$ cat src/rtl/ake_pkg.sv
`timescale 1ns / 1ps
// ----------------------------------------------------------------------------
// ake_pkg
// Shared types, constants and tables for the AES-128 key expansion block.
// ----------------------------------------------------------------------------
package ake_pkg;

    localparam int unsigned WordW    = 32;
    localparam int unsigned WordCnt  = 4;
    localparam int unsigned RoundW   = 4;
    localparam int unsigned KeyW     = WordW * WordCnt;
    localparam int unsigned HalfW    = KeyW / 2;
    // 4-bit round index + 128-bit round key, padded to whole bytes
    localparam int unsigned OutDataW = ((RoundW + KeyW + 7) / 8) * 8;

    localparam logic [RoundW-1:0] RoundFirst = 4'd0;
    localparam logic [RoundW-1:0] RoundLast  = 4'd10;

    typedef logic [WordW-1:0] t_word;
    typedef logic [RoundW-1:0] t_round;

    // Per-cycle control handed to every word cell
    typedef struct packed {
        logic load;   // take the cipher key word
        logic step;   // advance to the next round key word
    } t_cell_ctrl;

    // AES forward S-box
    localparam logic [7:0] SBOX [0:255] = '{
        8'h63, 8'h7C, 8'h77, 8'h7B, 8'hF2, 8'h6B, 8'h6F, 8'hC5,
        8'h30, 8'h01, 8'h67, 8'h2B, 8'hFE, 8'hD7, 8'hAB, 8'h76,
        8'hCA, 8'h82, 8'hC9, 8'h7D, 8'hFA, 8'h59, 8'h47, 8'hF0,
        8'hAD, 8'hD4, 8'hA2, 8'hAF, 8'h9C, 8'hA4, 8'h72, 8'hC0,
        8'hB7, 8'hFD, 8'h93, 8'h26, 8'h36, 8'h3F, 8'hF7, 8'hCC,
        8'h34, 8'hA5, 8'hE5, 8'hF1, 8'h71, 8'hD8, 8'h31, 8'h15,
        8'h04, 8'hC7, 8'h23, 8'hC3, 8'h18, 8'h96, 8'h05, 8'h9A,
        8'h07, 8'h12, 8'h80, 8'hE2, 8'hEB, 8'h27, 8'hB2, 8'h75,
        8'h09, 8'h83, 8'h2C, 8'h1A, 8'h1B, 8'h6E, 8'h5A, 8'hA0,
        8'h52, 8'h3B, 8'hD6, 8'hB3, 8'h29, 8'hE3, 8'h2F, 8'h84,
        8'h53, 8'hD1, 8'h00, 8'hED, 8'h20, 8'hFC, 8'hB1, 8'h5B,
        8'h6A, 8'hCB, 8'hBE, 8'h39, 8'h4A, 8'h4C, 8'h58, 8'hCF,
        8'hD0, 8'hEF, 8'hAA, 8'hFB, 8'h43, 8'h4D, 8'h33, 8'h85,
        8'h45, 8'hF9, 8'h02, 8'h7F, 8'h50, 8'h3C, 8'h9F, 8'hA8,
        8'h51, 8'hA3, 8'h40, 8'h8F, 8'h92, 8'h9D, 8'h38, 8'hF5,
        8'hBC, 8'hB6, 8'hDA, 8'h21, 8'h10, 8'hFF, 8'hF3, 8'hD2,
        8'hCD, 8'h0C, 8'h13, 8'hEC, 8'h5F, 8'h97, 8'h44, 8'h17,
        8'hC4, 8'hA7, 8'h7E, 8'h3D, 8'h64, 8'h5D, 8'h19, 8'h73,
        8'h60, 8'h81, 8'h4F, 8'hDC, 8'h22, 8'h2A, 8'h90, 8'h88,
        8'h46, 8'hEE, 8'hB8, 8'h14, 8'hDE, 8'h5E, 8'h0B, 8'hDB,
        8'hE0, 8'h32, 8'h3A, 8'h0A, 8'h49, 8'h06, 8'h24, 8'h5C,
        8'hC2, 8'hD3, 8'hAC, 8'h62, 8'h91, 8'h95, 8'hE4, 8'h79,
        8'hE7, 8'hC8, 8'h37, 8'h6D, 8'h8D, 8'hD5, 8'h4E, 8'hA9,
        8'h6C, 8'h56, 8'hF4, 8'hEA, 8'h65, 8'h7A, 8'hAE, 8'h08,
        8'hBA, 8'h78, 8'h25, 8'h2E, 8'h1C, 8'hA6, 8'hB4, 8'hC6,
        8'hE8, 8'hDD, 8'h74, 8'h1F, 8'h4B, 8'hBD, 8'h8B, 8'h8A,
        8'h70, 8'h3E, 8'hB5, 8'h66, 8'h48, 8'h03, 8'hF6, 8'h0E,
        8'h61, 8'h35, 8'h57, 8'hB9, 8'h86, 8'hC1, 8'h1D, 8'h9E,
        8'hE1, 8'hF8, 8'h98, 8'h11, 8'h69, 8'hD9, 8'h8E, 8'h94,
        8'h9B, 8'h1E, 8'h87, 8'hE9, 8'hCE, 8'h55, 8'h28, 8'hDF,
        8'h8C, 8'hA1, 8'h89, 8'h0D, 8'hBF, 8'hE6, 8'h42, 8'h68,
        8'h41, 8'h99, 8'h2D, 8'h0F, 8'hB0, 8'h54, 8'hBB, 8'h16
    };

    function automatic logic [7:0] sbox(input logic [7:0] b);
        return SBOX[b];
    endfunction

    // Round constant used when stepping from round r to round r+1
    function automatic logic [7:0] rcon_next(input t_round r);
        logic [7:0] c;
        case (r)
            4'd0:    c = 8'h01;
            4'd1:    c = 8'h02;
            4'd2:    c = 8'h04;
            4'd3:    c = 8'h08;
            4'd4:    c = 8'h10;
            4'd5:    c = 8'h20;
            4'd6:    c = 8'h40;
            4'd7:    c = 8'h80;
            4'd8:    c = 8'h1b;
            4'd9:    c = 8'h36;
            default: c = 8'h00;
        endcase
        return c;
    endfunction

endpackage

$ cat src/rtl/ake_sub_word.sv
`timescale 1ns / 1ps
// ----------------------------------------------------------------------------
// ake_sub_word
// RotWord, SubWord and round constant on the last word of the round key;
// feeds the head of the word cell chain.
// ----------------------------------------------------------------------------
module ake_sub_word (
    input  ake_pkg::t_word  i_word,
    input  ake_pkg::t_round i_round,
    output ake_pkg::t_word  o_temp
);
    import ake_pkg::*;

    t_word rot;
    t_word sub;

    // rotate left one byte
    assign rot = {i_word[23:0], i_word[31:24]};

    // byte-wise S-box
    always_comb begin
        for (int b = 0; b < 4; b++) begin
            sub[b*8 +: 8] = sbox(rot[b*8 +: 8]);
        end
    end

    // round constant into the first (most significant) byte
    assign o_temp = {sub[31:24] ^ rcon_next(i_round), sub[23:0]};

endmodule

$ cat src/rtl/ake_word_cell.sv
`timescale 1ns / 1ps
// ----------------------------------------------------------------------------
// ake_word_cell
// One 32-bit word of the round key. On a step the word becomes itself XOR
// the new word of its left neighbor, which it then hands on to the right.
// ----------------------------------------------------------------------------
module ake_word_cell (
    input  logic                i_clk,
    input  ake_pkg::t_cell_ctrl i_ctrl,
    input  ake_pkg::t_word      i_key_word,
    input  ake_pkg::t_word      i_chain,
    output ake_pkg::t_word      o_chain,
    output ake_pkg::t_word      o_word
);
    import ake_pkg::*;

    t_word r_word;
    t_word n_word;

    // new word of the next round, passed to the neighbor
    assign o_chain = r_word ^ i_chain;

    always_comb begin
        n_word = r_word;
        if (i_ctrl.load) begin
            n_word = i_key_word;
        end else if (i_ctrl.step) begin
            n_word = o_chain;
        end
    end

    always_ff @(posedge i_clk) begin
        r_word <= n_word;
    end

    assign o_word = r_word;

endmodule

$ cat src/rtl/aes128_key_expansion_top.sv
`timescale 1ns / 1ps
// ----------------------------------------------------------------------------
// aes128_key_expansion_top
// Round key 0 is on the output in the cycle after the key is accepted.
// Each key gives round keys 0 to 10, one round key per cycle while m_axis_tready
// is high, from the word cell chain that makes each round key from the previous one.
// A new key is taken in the cycle round key 10 is taken.
// Reset (synchronous, active low) empties the output; no key is in work.
// ----------------------------------------------------------------------------
module aes128_key_expansion_top (
    input  logic                            i_clk,
    input  logic                            i_rst_n,
    input  logic                            s_axis_tvalid,
    output logic                            s_axis_tready,
    // [63:0] cipher_key_high, [127:64] cipher_key_low
    input  logic [ake_pkg::KeyW-1:0]        s_axis_tdata,
    output logic                            m_axis_tvalid,
    input  logic                            m_axis_tready,
    // [3:0] round_number, [67:4] round_key_high, [131:68] round_key_low,
    // [135:132] zero
    output logic [ake_pkg::OutDataW-1:0]    m_axis_tdata,
    output logic                            m_axis_tlast
);
    import ake_pkg::*;

    logic       r_busy;
    logic       n_busy;
    t_round     r_round;
    t_round     n_round;
    logic       s_fire;
    logic       m_fire;
    logic       last;
    t_cell_ctrl ctrl;
    t_word      temp;
    t_word      key_word [WordCnt];
    t_word      chain    [WordCnt+1];
    t_word      word     [WordCnt];

    assign last   = (r_round == RoundLast);
    assign s_fire = s_axis_tvalid && s_axis_tready;
    assign m_fire = m_axis_tvalid && m_axis_tready;

    // key accepted when idle or when the final round key leaves this cycle
    assign s_axis_tready = !r_busy || (m_axis_tready && last);

    assign ctrl.load = s_fire;
    assign ctrl.step = m_fire && !last;

    // key words, word 0 from the top word of the high half
    assign key_word[0] = s_axis_tdata[HalfW-1 -: WordW];
    assign key_word[1] = s_axis_tdata[WordW-1:0];
    assign key_word[2] = s_axis_tdata[KeyW-1 -: WordW];
    assign key_word[3] = s_axis_tdata[HalfW +: WordW];

    ake_sub_word u_sub_word (
        .i_word  (word[WordCnt-1]),
        .i_round (r_round),
        .o_temp  (temp)
    );

    assign chain[0] = temp;

    // chain of word cells
    for (genvar g = 0; g < WordCnt; g++) begin : g_cell
        ake_word_cell u_cell (
            .i_clk      (i_clk),
            .i_ctrl     (ctrl),
            .i_key_word (key_word[g]),
            .i_chain    (chain[g]),
            .o_chain    (chain[g+1]),
            .o_word     (word[g])
        );
    end

    // round counter and output valid
    always_comb begin
        n_busy  = r_busy;
        n_round = r_round;
        if (s_fire) begin
            n_busy  = 1'b1;
            n_round = RoundFirst;
        end else if (m_fire) begin
            if (last) begin
                n_busy = 1'b0;
            end else begin
                n_round = r_round + 4'd1;
            end
        end
    end

    always_ff @(posedge i_clk) begin
        if (!i_rst_n) begin
            r_busy  <= 1'b0;
            r_round <= RoundFirst;
        end else begin
            r_busy  <= n_busy;
            r_round <= n_round;
        end
    end

    // output item
    assign m_axis_tvalid = r_busy;
    assign m_axis_tlast  = last;
    assign m_axis_tdata  = {{(OutDataW-RoundW-KeyW){1'b0}},
                            word[2], word[3], word[0], word[1], r_round};

    // assertions
    a_load_round0: assert property (@(posedge i_clk) disable iff (!i_rst_n)
        s_fire |=> (m_axis_tvalid && r_round == RoundFirst))
        else $error("key accepted but round key 0 not presented");

    a_step: assert property (@(posedge i_clk) disable iff (!i_rst_n)
        (m_fire && !last && !s_fire) |=>
            (m_axis_tvalid && r_round == $past(r_round) + 4'd1))
        else $error("round counter did not advance after a round key");

    a_range: assert property (@(posedge i_clk) disable iff (!i_rst_n)
        r_busy |-> (r_round <= RoundLast))
        else $error("round counter beyond last round");

    a_overlap: assert property (@(posedge i_clk) disable iff (!i_rst_n)
        (s_fire && r_busy) |-> (m_fire && last))
        else $error("new key accepted before the run finished");

endmodule
$ cat config.mk
export PLATFORM = sky130hd
export DESIGN_NAME = aes128_key_expansion_top
export DESIGN_NICKNAME = d
export VERILOG_FILES = /design/src/rtl/ake_pkg.sv /design/src/rtl/ake_sub_word.sv /design/src/rtl/ake_word_cell.sv /design/src/rtl/aes128_key_expansion_top.sv
export SDC_FILE = /design/constraint.sdc
export NUM_CORES = 1
export LEC_CHECK = 0
export ABC_CLOCK_PERIOD_IN_PS = 35600
export BUFFER_PORTS_ARGS = -buffer_cell sky130_fd_sc_hd__buf_4
export CAP_MARGIN = 10
export CORE_UTILIZATION = 25
export DETAILED_ROUTE_END_ITERATION = 7
export GPL_TIMING_DRIVEN = 1
export PLACE_DENSITY_LB_ADDON = 0.25
export SLEW_MARGIN = 10
export SYNTH_ARGS = -nofsm -noshare
export SYNTH_HDL_FRONTEND = slang
export SYNTH_SLANG_ARGS = --single-unit
$ cat constraint.sdc
create_clock -name i_clk -period 35.6 [get_ports i_clk]
set_input_delay 5.34 -clock i_clk [delete_from_list [all_inputs] [get_ports i_clk]]
set_output_delay 5.34 -clock i_clk [all_outputs]
set_load 0.01 [all_outputs]
* Word-level counts from Yosys, hierarchy flattened *
Memory sizes are Yosys's and may differ from the RTL's. A register that Yosys moved wholly into a read port is not among the register bits.
Cells that the tools add are included.

word-level totals
  flip-flop bits (word level) = 133
  bits in latches = 0
  RAM bits = 0
  memory bits (read-only) = 8320
  output and inout bits = 139
  word-level logic and storage cells = 62
  memories kept = 5

memories
  memory            words  bits a word  rd ports  clocked after memory_dff  write ports  RTL line       source
  (name not given)  256    8            1         0                         0            ake_pkg.sv:65  return SBOX[b];
  (name not given)  256    8            1         0                         0            ake_pkg.sv:65
  (name not given)  256    8            1         0                         0            ake_pkg.sv:65
  (name not given)  256    8            1         0                         0            ake_pkg.sv:65
  (name not given)  16     8            1         1                         0            ake_pkg.sv:71  case (r)

cells by class
  add/sub/neg operators = 1
  multipliers = 0
  divide/modulo/power cells = 0
  $lt $le $gt $ge = 4
  eq/ne operators = 1
  shifts and indexed selects = 0
  mux-type cells = 21
  bitwise logic cells = 11
  reduce and logical (&&, ||, !) cells = 13

operators with widths
  operator               number
  $mux W32               8
  $xor A32 B32 Y32       4
  $mux W8                8
  $ge A9 B9 Y1 const B   4
  $not A8 Y9             4
  $mux W4                2
  $xor A8 B8 Y8          1
  $reduce_bool A2 Y1     3
  $add A4 B1 Y4 const B  1
  $eq A4 B4 Y1 const B   1
  $logic_and A1 B1 Y1    4
  $reduce_and A2 Y1      2
  $mux W1                3
  $logic_not A1 Y1       2
  $not A1 Y1             2
  $reduce_or A2 Y1       1
  $logic_or A1 B1 Y1     1

* Depth between registers and ports, before layout *
Gate-level depths: netlist of the first run.

  depth in word-level cells = 11
  depth in mapped cells = 16

* By module *
A second synthesis of the first run with hierarchy kept.

second synthesis, totals
  cells, all modules = 2595
  area, all modules = 21490.6 um^2

modules (own cells, without submodules)
  module                    times used  cells each  area an instance (um^2)  seq. area each (um^2)
  ake_sub_word              1           2153        14027.2                  0.0
  ake_word_cell             4           101         1788.0                   960.9
  aes128_key_expansion_top  1           38          311.5                    100.1

* Worst setup path before layout of the first run *
No wires, ideal clock.

  kind = in2reg
  from = in m_axis_tready
  to = reg g_cell[0].u_cell.r_word[0] (enable)
  setup time = 792 ps
  arrival time = 14353 ps
  required time = 34808 ps
  setup slack = 20455 ps
  cell stages on the path = 2
  cells stage by stage = nand2_1 > o21ai_0

on the way
  longest elaborated chain between the ends = 4
  elaborated cells on any way between the ends = 6

RTL lines
  item                            RTL line                        source
  start: declaration              aes128_key_expansion_top.sv:18  input logic m_axis_tready,
  $logic_and A1 B1 Y1             aes128_key_expansion_top.sv:44  assign s_axis_tready = !r_busy || (m_axis_tready && last);
  $logic_or A1 B1 Y1              aes128_key_expansion_top.sv:44
  $logic_and A1 B1 Y1             aes128_key_expansion_top.sv:40  assign s_fire = s_axis_tvalid && s_axis_tready;
  $reduce_bool A2 Y1 (no line) *  n/a
  end signal: assignment          ake_word_cell.sv:33             r_word <= n_word;
  end: declaration                ake_word_cell.sv:17             t_word r_word;

Mark *: on every way between the ends. The rest lies on a longest branch, timed or not.
A chain may end at the register's enable or synchronous reset.

* Worst setup path in the final report of the first run *
  from = in m_axis_tready
  to = out s_axis_tready

on the way
  longest elaborated chain between the ends = 2

RTL lines
  item                 RTL line                        source
  $logic_and A1 B1 Y1  aes128_key_expansion_top.sv:44
  $logic_or A1 B1 Y1   aes128_key_expansion_top.sv:44
  end: declaration     aes128_key_expansion_top.sv:14  output logic s_axis_tready,

Every way passes these cells.

==> results of run 1 <==
-- per-stage QoR --
stage,hold WS (ns),worst slack [ns],cell area [sq um]
2_1_floorplan,0.621,20.45,22300
4_1_cts,0.668,24.37,25300
3_3_place_gp,0.647,24.38,24700
6_report,0.672,24.36,25300
3_5_place_dp,0.654,24.38,24700
5_1_grt,0.697,24.35,25300
-- cells by family (layout without fill, tap and decap cells) --
kind of cell               Yosys count  in the layout
DFF                                141            141
other                                1              6
xor gates and xnor gates           184            184
buffers and inverters              378            421
and+or+nand+nor                   1061           1061
muxes                              113            113
AOI/OAI and AO/OA                  965            965
adders and majority gates           62             62
-- flip-flops by register name (all words and copies together), names as in the netlist, named ones only --
name                  cells
r_round                   4
g_cell.u_cell.o_word    128
m_axis_tvalid             1
-- final cells by class --
class	instances	area (sq um)	area share, %
multi-input cells	2389	16400	65.0
diodes	2	5.00	0.0198
inverters	51	191	0.757
clock buffers	17	425	1.68
clock inverters	15	130	0.514
well taps	1165	1460	5.76
flip-flops and latches	141	4100	16.2
repair buffers	338	2540	10.0
-- synth_stat cells (all sizes together) (11+ instances only) --
cell,number,area share (%)
a32oi,25,0.98
a311o,11,0.49
a211oi,56,1.9
and3,23,0.65
nand4,17,0.48
nand2,271,4.6
a21o,20,0.67
o32ai,16,0.78
xnor2,115,4.8
ha,62,3.5
or3,24,0.67
edfxtp,128,17
o311ai,29,1.2
mux2i,36,1.7
xnor3,14,1.4
mux4,53,5.4
a21oi,184,4.1
and2,27,0.77
nor2,280,4.8
o311a,16,0.72
xor2,54,2.2
o22ai,13,0.39
buf,185,4.7
mux2,24,1.2
o21a,13,0.44
a311oi,36,1.4
nor3b,11,0.37
dfxtp,13,1.2
nand2b,77,2.2
a221oi,23,0.93
o31ai,26,0.88
inv,46,0.78
o2111ai,11,0.43
clkbuf,142,2.4
nor3,96,2.2
nand3,70,1.6
o211ai,54,1.8
a31oi,50,1.4
a2111oi,22,1.0
o221ai,22,0.86
o21ai,221,5.0
nor2b,92,2.6
or2,26,0.73
a211o,17,0.67
nor4,12,0.34
-- worst register-to-register path: stages, from the launching register on --
cell	delay (ns)
edfxtp_1	0.34
buf_4	0.41
inv_1	0.46
ha_1	0.91
nor2b_1	0.56
o32ai_1	0.14
mux4_2	0.47
mux4_2	0.57
xor2_2	0.24
xor2_2	0.28
xnor3_1	0.26
mux2_2	0.26
-- path summary, 6_finish.rpt --
path | start | endpoint | slack (ns) | cells after the start
worst max-delay path | m_axis_tready | s_axis_tready | 24.36 | 4
worst min-delay path | g_cell[2].u_cell.o_word[1] | g_cell[2].u_cell.o_word[1] | 0.67 | 2
worst max register to register | g_cell[3].u_cell.o_word[25] | g_cell[3].u_cell.o_word[6] | 30.48 | 11
worst min register to register | g_cell[2].u_cell.o_word[1] | g_cell[2].u_cell.o_word[1] | 0.67 | 2
-- placed cells by master (no fill, tap or decap), drive strengths merged, types with 22 or more instances in the layout --
| master | instances |
|---|---|
| and3 | 23 |
| mux2 | 24 |
| nor2 | 280 |
| and2 | 27 |
| nand3 | 70 |
| o221ai | 22 |
| ha | 62 |
| o211ai | 54 |
| o311ai | 29 |
| nor2b | 92 |
| a311oi | 36 |
| o31ai | 26 |
| a21oi | 184 |
| a221oi | 23 |
| a2111oi | 22 |
| or3 | 24 |
| mux2i | 36 |
| a211oi | 56 |
| a31oi | 50 |
| edfxtp | 128 |
| xnor2 | 115 |
| nand2 | 271 |
| nand2b | 77 |
| inv | 55 |
| buf | 338 |
| a32oi | 25 |
| nor3 | 96 |
| or2 | 26 |
| xor2 | 54 |
| mux4 | 53 |
| o21ai | 221 |
-- layer usage --
| layer | vias up | GRT usage (%) | wire, microns |
|---|---|---|---|
| li1 | 11000 | - | - |
| met4 | 0 | 10.2 | 4510 |
| met1 | 11800 | 30.1 | 43100 |
| met2 | 1575 | 33.6 | 45600 |
| met3 | 224 | 5.27 | 10800 |
| met5 | - | 0 | 0 |
==> impl_metrics.env, run 1 <==
export IMPL_antenna_found_initial=6
export IMPL_vias=24500
export IMPL_synth_distinct_cells=110
export IMPL_critPathKind="input pin to primary output"
export IMPL_htree_levels=4
export IMPL_synth_top_family_by_area="compound AO/OA/AOI/OAI gates"
export IMPL_fmax_ghz=0.0890
export IMPL_clock_root_buffer="clkbuf_16"
export IMPL_synth_fa_ha_area_share_pct=3.48
export IMPL_tightest_slew_ns=1.10
export IMPL_startpoint_type="input pin"
export IMPL_dp_cells=4084
export IMPL_yosysSeqAreaShare_pct=18.4
export IMPL_finalNonFillerCells=4118
export IMPL_final_antenna_net_count=0
export IMPL_layout_min_cycle_time_ns=11.24
export IMPL_die_w_microns=301
export IMPL_routed_wl_mm=104
export IMPL_synth_xor_area_share_pct=8.52
export IMPL_syn_inst=2905
export IMPL_port_buffers=266
export IMPL_post_cts_resized=0
export IMPL_grt_first_pass_wirelength_mm=154
export IMPL_async_flop_share_pct=0
export IMPL_row_count=109
export IMPL_cts_inserted_buffers=17
export IMPL_start_util_pct=25.2
export IMPL_ys_ff_latch=141
export IMPL_dp_hpwl_mm=72.6
export IMPL_worstPathArrival_ns=5.90
export IMPL_finalCritPeriodShare_pct=31.6
export IMPL_synth_area_mux_share_pct=8.24
export IMPL_slowest_delay_ns=0.18
export IMPL_cts_path_max_buffers=2
export IMPL_core_area_sq_mm=0.0884
export IMPL_gr_total_overflow=0
export IMPL_finish_utilization_pct=28.6
export IMPL_cp_top_family="buffers and inverters"
export IMPL_rsz0062_at_grt="no"
export IMPL_slew_violations=0
export IMPL_post_cts_buffers=0
export IMPL_critPathSlowestCell="buf_4"
export IMPL_synthSimpleGateAreaFrac_pct=23.2
export IMPL_avgViaCountPerCell=5.96
export IMPL_syn_avg_cell_area_sq_um=7.67
export IMPL_syn_area_sq_mm=0.0223
export IMPL_dieArea_sq_mm=0.0903
export IMPL_ioPinCount=271
export IMPL_num_nets_final=3132
export IMPL_grtUsageTotal_pct=22.4
export IMPL_ys_warn_count=0
export IMPL_cts_tree="built"
export IMPL_drt_iter0_drc=3574
export IMPL_crit_buf_inv=2
export IMPL_min_path_type="flip-flop to flip-flop"
export IMPL_tns_ns=0
export IMPL_crit_fanout=3
export IMPL_ctsHoldBuffers=0
export IMPL_clk_pin_slew_ns=0.07
export IMPL_cp_cell_sequence="buf_4, nand2_1, nand2_1, buf_4"
export IMPL_slew_headroom_pct=26.9
export IMPL_drc_errors=0
export IMPL_synth_edf_count=128
export IMPL_synth_compound_area_share_pct=30.2
export IMPL_worst_ep_required_time_ns=30.26
export IMPL_drive_gt1_share_pct=17.8
export IMPL_first_pass_iters=6
export IMPL_area_growth_pct=13.6
export IMPL_gp_congestion=0.991
export IMPL_clk_insertion_delay_late_ns=0.51
export IMPL_clock_sinks=141
export IMPL_synthFlopType="edfxtp_1"
export IMPL_hold_violations=0
export IMPL_setup_violations=0
export IMPL_n_fill_cell=9726
export IMPL_status="finished clean"
export IMPL_wl_per_cell_microns=25.3
export IMPL_drv_cap=0
export IMPL_grt_max_degree=85
export IMPL_grt_pass1_vias=22800
export IMPL_die_height_microns=301
export IMPL_end_kind="primary output"
export IMPL_skew_ns=0.0159
Power of run 1 is not shown: default switching activity piles up to over one toggle a cycle in this logic, so the estimate is an artifact.
==> run 2: changes to the inputs <==
--- a/config.mk
+++ b/config.mk
@@ -5,7 +5,7 @@
 export SDC_FILE = /design/constraint.sdc
 export NUM_CORES = 1
 export LEC_CHECK = 0
-export ABC_CLOCK_PERIOD_IN_PS = 35600
+export ABC_CLOCK_PERIOD_IN_PS = 9440
 export BUFFER_PORTS_ARGS = -buffer_cell sky130_fd_sc_hd__buf_4
 export CAP_MARGIN = 10
 export CORE_UTILIZATION = 25
==> constraint.sdc (replaced) <==
create_clock -name i_clk -period 9.44 [get_ports i_clk]
set_input_delay 1.416 -clock i_clk [delete_from_list [all_inputs] [get_ports i_clk]]
set_output_delay 1.416 -clock i_clk [all_outputs]
set_load 0.01 [all_outputs]
==> impl_metrics.env, run 2 (synthesis results as in run 1) <==
export IMPL_status="finished clean"
export IMPL_antenna_found_initial=1
export IMPL_rsz0062_at_grt="no"
export IMPL_avgViaCountPerCell=6.02
export IMPL_routed_wl_mm=106
export IMPL_grt_pass1_vias=22800
export IMPL_grtUsageTotal_pct=22.7
export IMPL_area_growth_pct=13.3
export IMPL_ioPinCount=271
export IMPL_die_w_microns=301
export IMPL_final_antenna_net_count=0
export IMPL_skew_ns=0.0231
export IMPL_ctsHoldBuffers=0
export IMPL_dieArea_sq_mm=0.0903
export IMPL_num_nets_final=3118
export IMPL_row_count=109
export IMPL_gr_total_overflow=0
export IMPL_tightest_slew_ns=1.19
export IMPL_slew_violations=0
export IMPL_finish_utilization_pct=28.6
export IMPL_port_buffers=266
export IMPL_slowest_delay_ns=0.97
export IMPL_die_height_microns=301
export IMPL_finalNonFillerCells=4103
export IMPL_wl_per_cell_microns=25.8
export IMPL_end_kind="flip-flop"
export IMPL_drc_errors=0
export IMPL_first_pass_iters=7
export IMPL_layout_min_cycle_time_ns=5.05
export IMPL_worstPathArrival_ns=5.27
export IMPL_cts_path_max_buffers=2
export IMPL_layout_commonest_cell="buf_4"
export IMPL_largest_reg_flops=128
export IMPL_clk_pin_slew_ns=0.07
export IMPL_post_cts_resized=0
export IMPL_dp_hpwl_mm=74.7
export IMPL_post_cts_buffers=0
export IMPL_clk_insertion_delay_late_ns=0.50
export IMPL_grt_first_pass_wirelength_mm=156
export IMPL_slew_headroom_pct=20.9
export IMPL_cts_tree="built"
export IMPL_startpoint_type="flip-flop"
export IMPL_fmax_ghz=0.198
export IMPL_crit_fanout=41
export IMPL_drv_cap=0
export IMPL_setup_violations=0
export IMPL_htree_levels=4
export IMPL_fin_area_sq_mm=0.0252
export IMPL_final_cell_mix="buf_4, nor2_1, nand2_1"
export IMPL_start_util_pct=25.2
export IMPL_path_common_cell="inv_1"
export IMPL_cts_inserted_buffers=17
export IMPL_finalCritPeriodShare_pct=53.5
export IMPL_gp_congestion=0.999
export IMPL_clock_root_buffer="clkbuf_16"
export IMPL_vias=24700
export IMPL_cp_cell_sequence="buf_4, inv_1, ha_1, inv_1, mux4_2, o2111ai_1, a41oi_1, a31oi_1, xnor3_1, xor2_1, xnor2_1, o21ai_0"
export IMPL_dp_cells=4070
export IMPL_tns_ns=0
export IMPL_critPathKind="flip-flop to flip-flop"
export IMPL_critPathSlowestCell="ha_1"
export IMPL_place_area_sq_mm=0.0246
export IMPL_min_path_type="flip-flop to flip-flop"
export IMPL_core_area_sq_mm=0.0884
export IMPL_worst_ep_required_time_ns=9.66
export IMPL_hold_violations=0
export IMPL_grt_max_degree=86
export IMPL_clock_sinks=141
export IMPL_n_fill_cell=9668
export IMPL_drt_iter0_drc=3446
export IMPL_drive_gt1_share_pct=17.4
[run 2: worst max-delay path, delay by kind of cell, from the launching register on]
kind                     cells  cell delay (ns)
buffers and inverters        3             1.05
AO/OA/AOI/OAI                4             0.80
adder cells (fa/ha/maj)      1             0.97
multiplexers                 1             0.51
XOR/XNOR                     3             1.10
flip-flops                   1             0.32
[run 2: stage by stage]
step / setup WS, ns / hold WS [ns]
finish: 4.39 / 0.652
global route: 4.13 / 0.710
CTS: 4.52 / 0.652
detailed placement: 4.53 / 0.645
global placement: 4.55 / 0.650
floorplan: 1.68 / 0.621
[run 2: worst paths after layout]
check	startpoint	to	slack, ns	depth (start not counted)
setup / recovery	g_cell[3].u_cell.o_word[1]	g_cell[3].u_cell.o_word[10]	4.39	12
hold / removal	m_axis_tvalid	m_axis_tvalid	0.65	2
setup reg to reg	g_cell[3].u_cell.o_word[1]	g_cell[3].u_cell.o_word[10]	4.39	12
hold reg to reg	m_axis_tvalid	m_axis_tvalid	0.65	2
[run 2: cell type report]
| class | instances | area, sq um | area share [%] |
|---|---|---|---|
| diodes | 1 | 2.50 | 0.00991 |
| multi-input cells | 2389 | 16400 | 65.1 |
| repair buffers | 324 | 2430 | 9.63 |
| flip-flops and latches | 141 | 4100 | 16.3 |
| clock buffers | 18 | 429 | 1.70 |
| clock inverters | 14 | 183 | 0.723 |
| inverters | 51 | 191 | 0.758 |
| well taps | 1165 | 1460 | 5.77 |
[run 2: per-layer routing]
layer	wire (microns)	part of all wire [%]	up-vias	GRT usage [%]
li1	-	-	11000	-
met4	4430	4.2	0	9.06
met5	0	0	-	0
met2	46900	44	1681	35.1
met1	44200	42	11800	31.0
met3	10400	9.8	259	4.07
Power of run 2 is left out for the same reason.
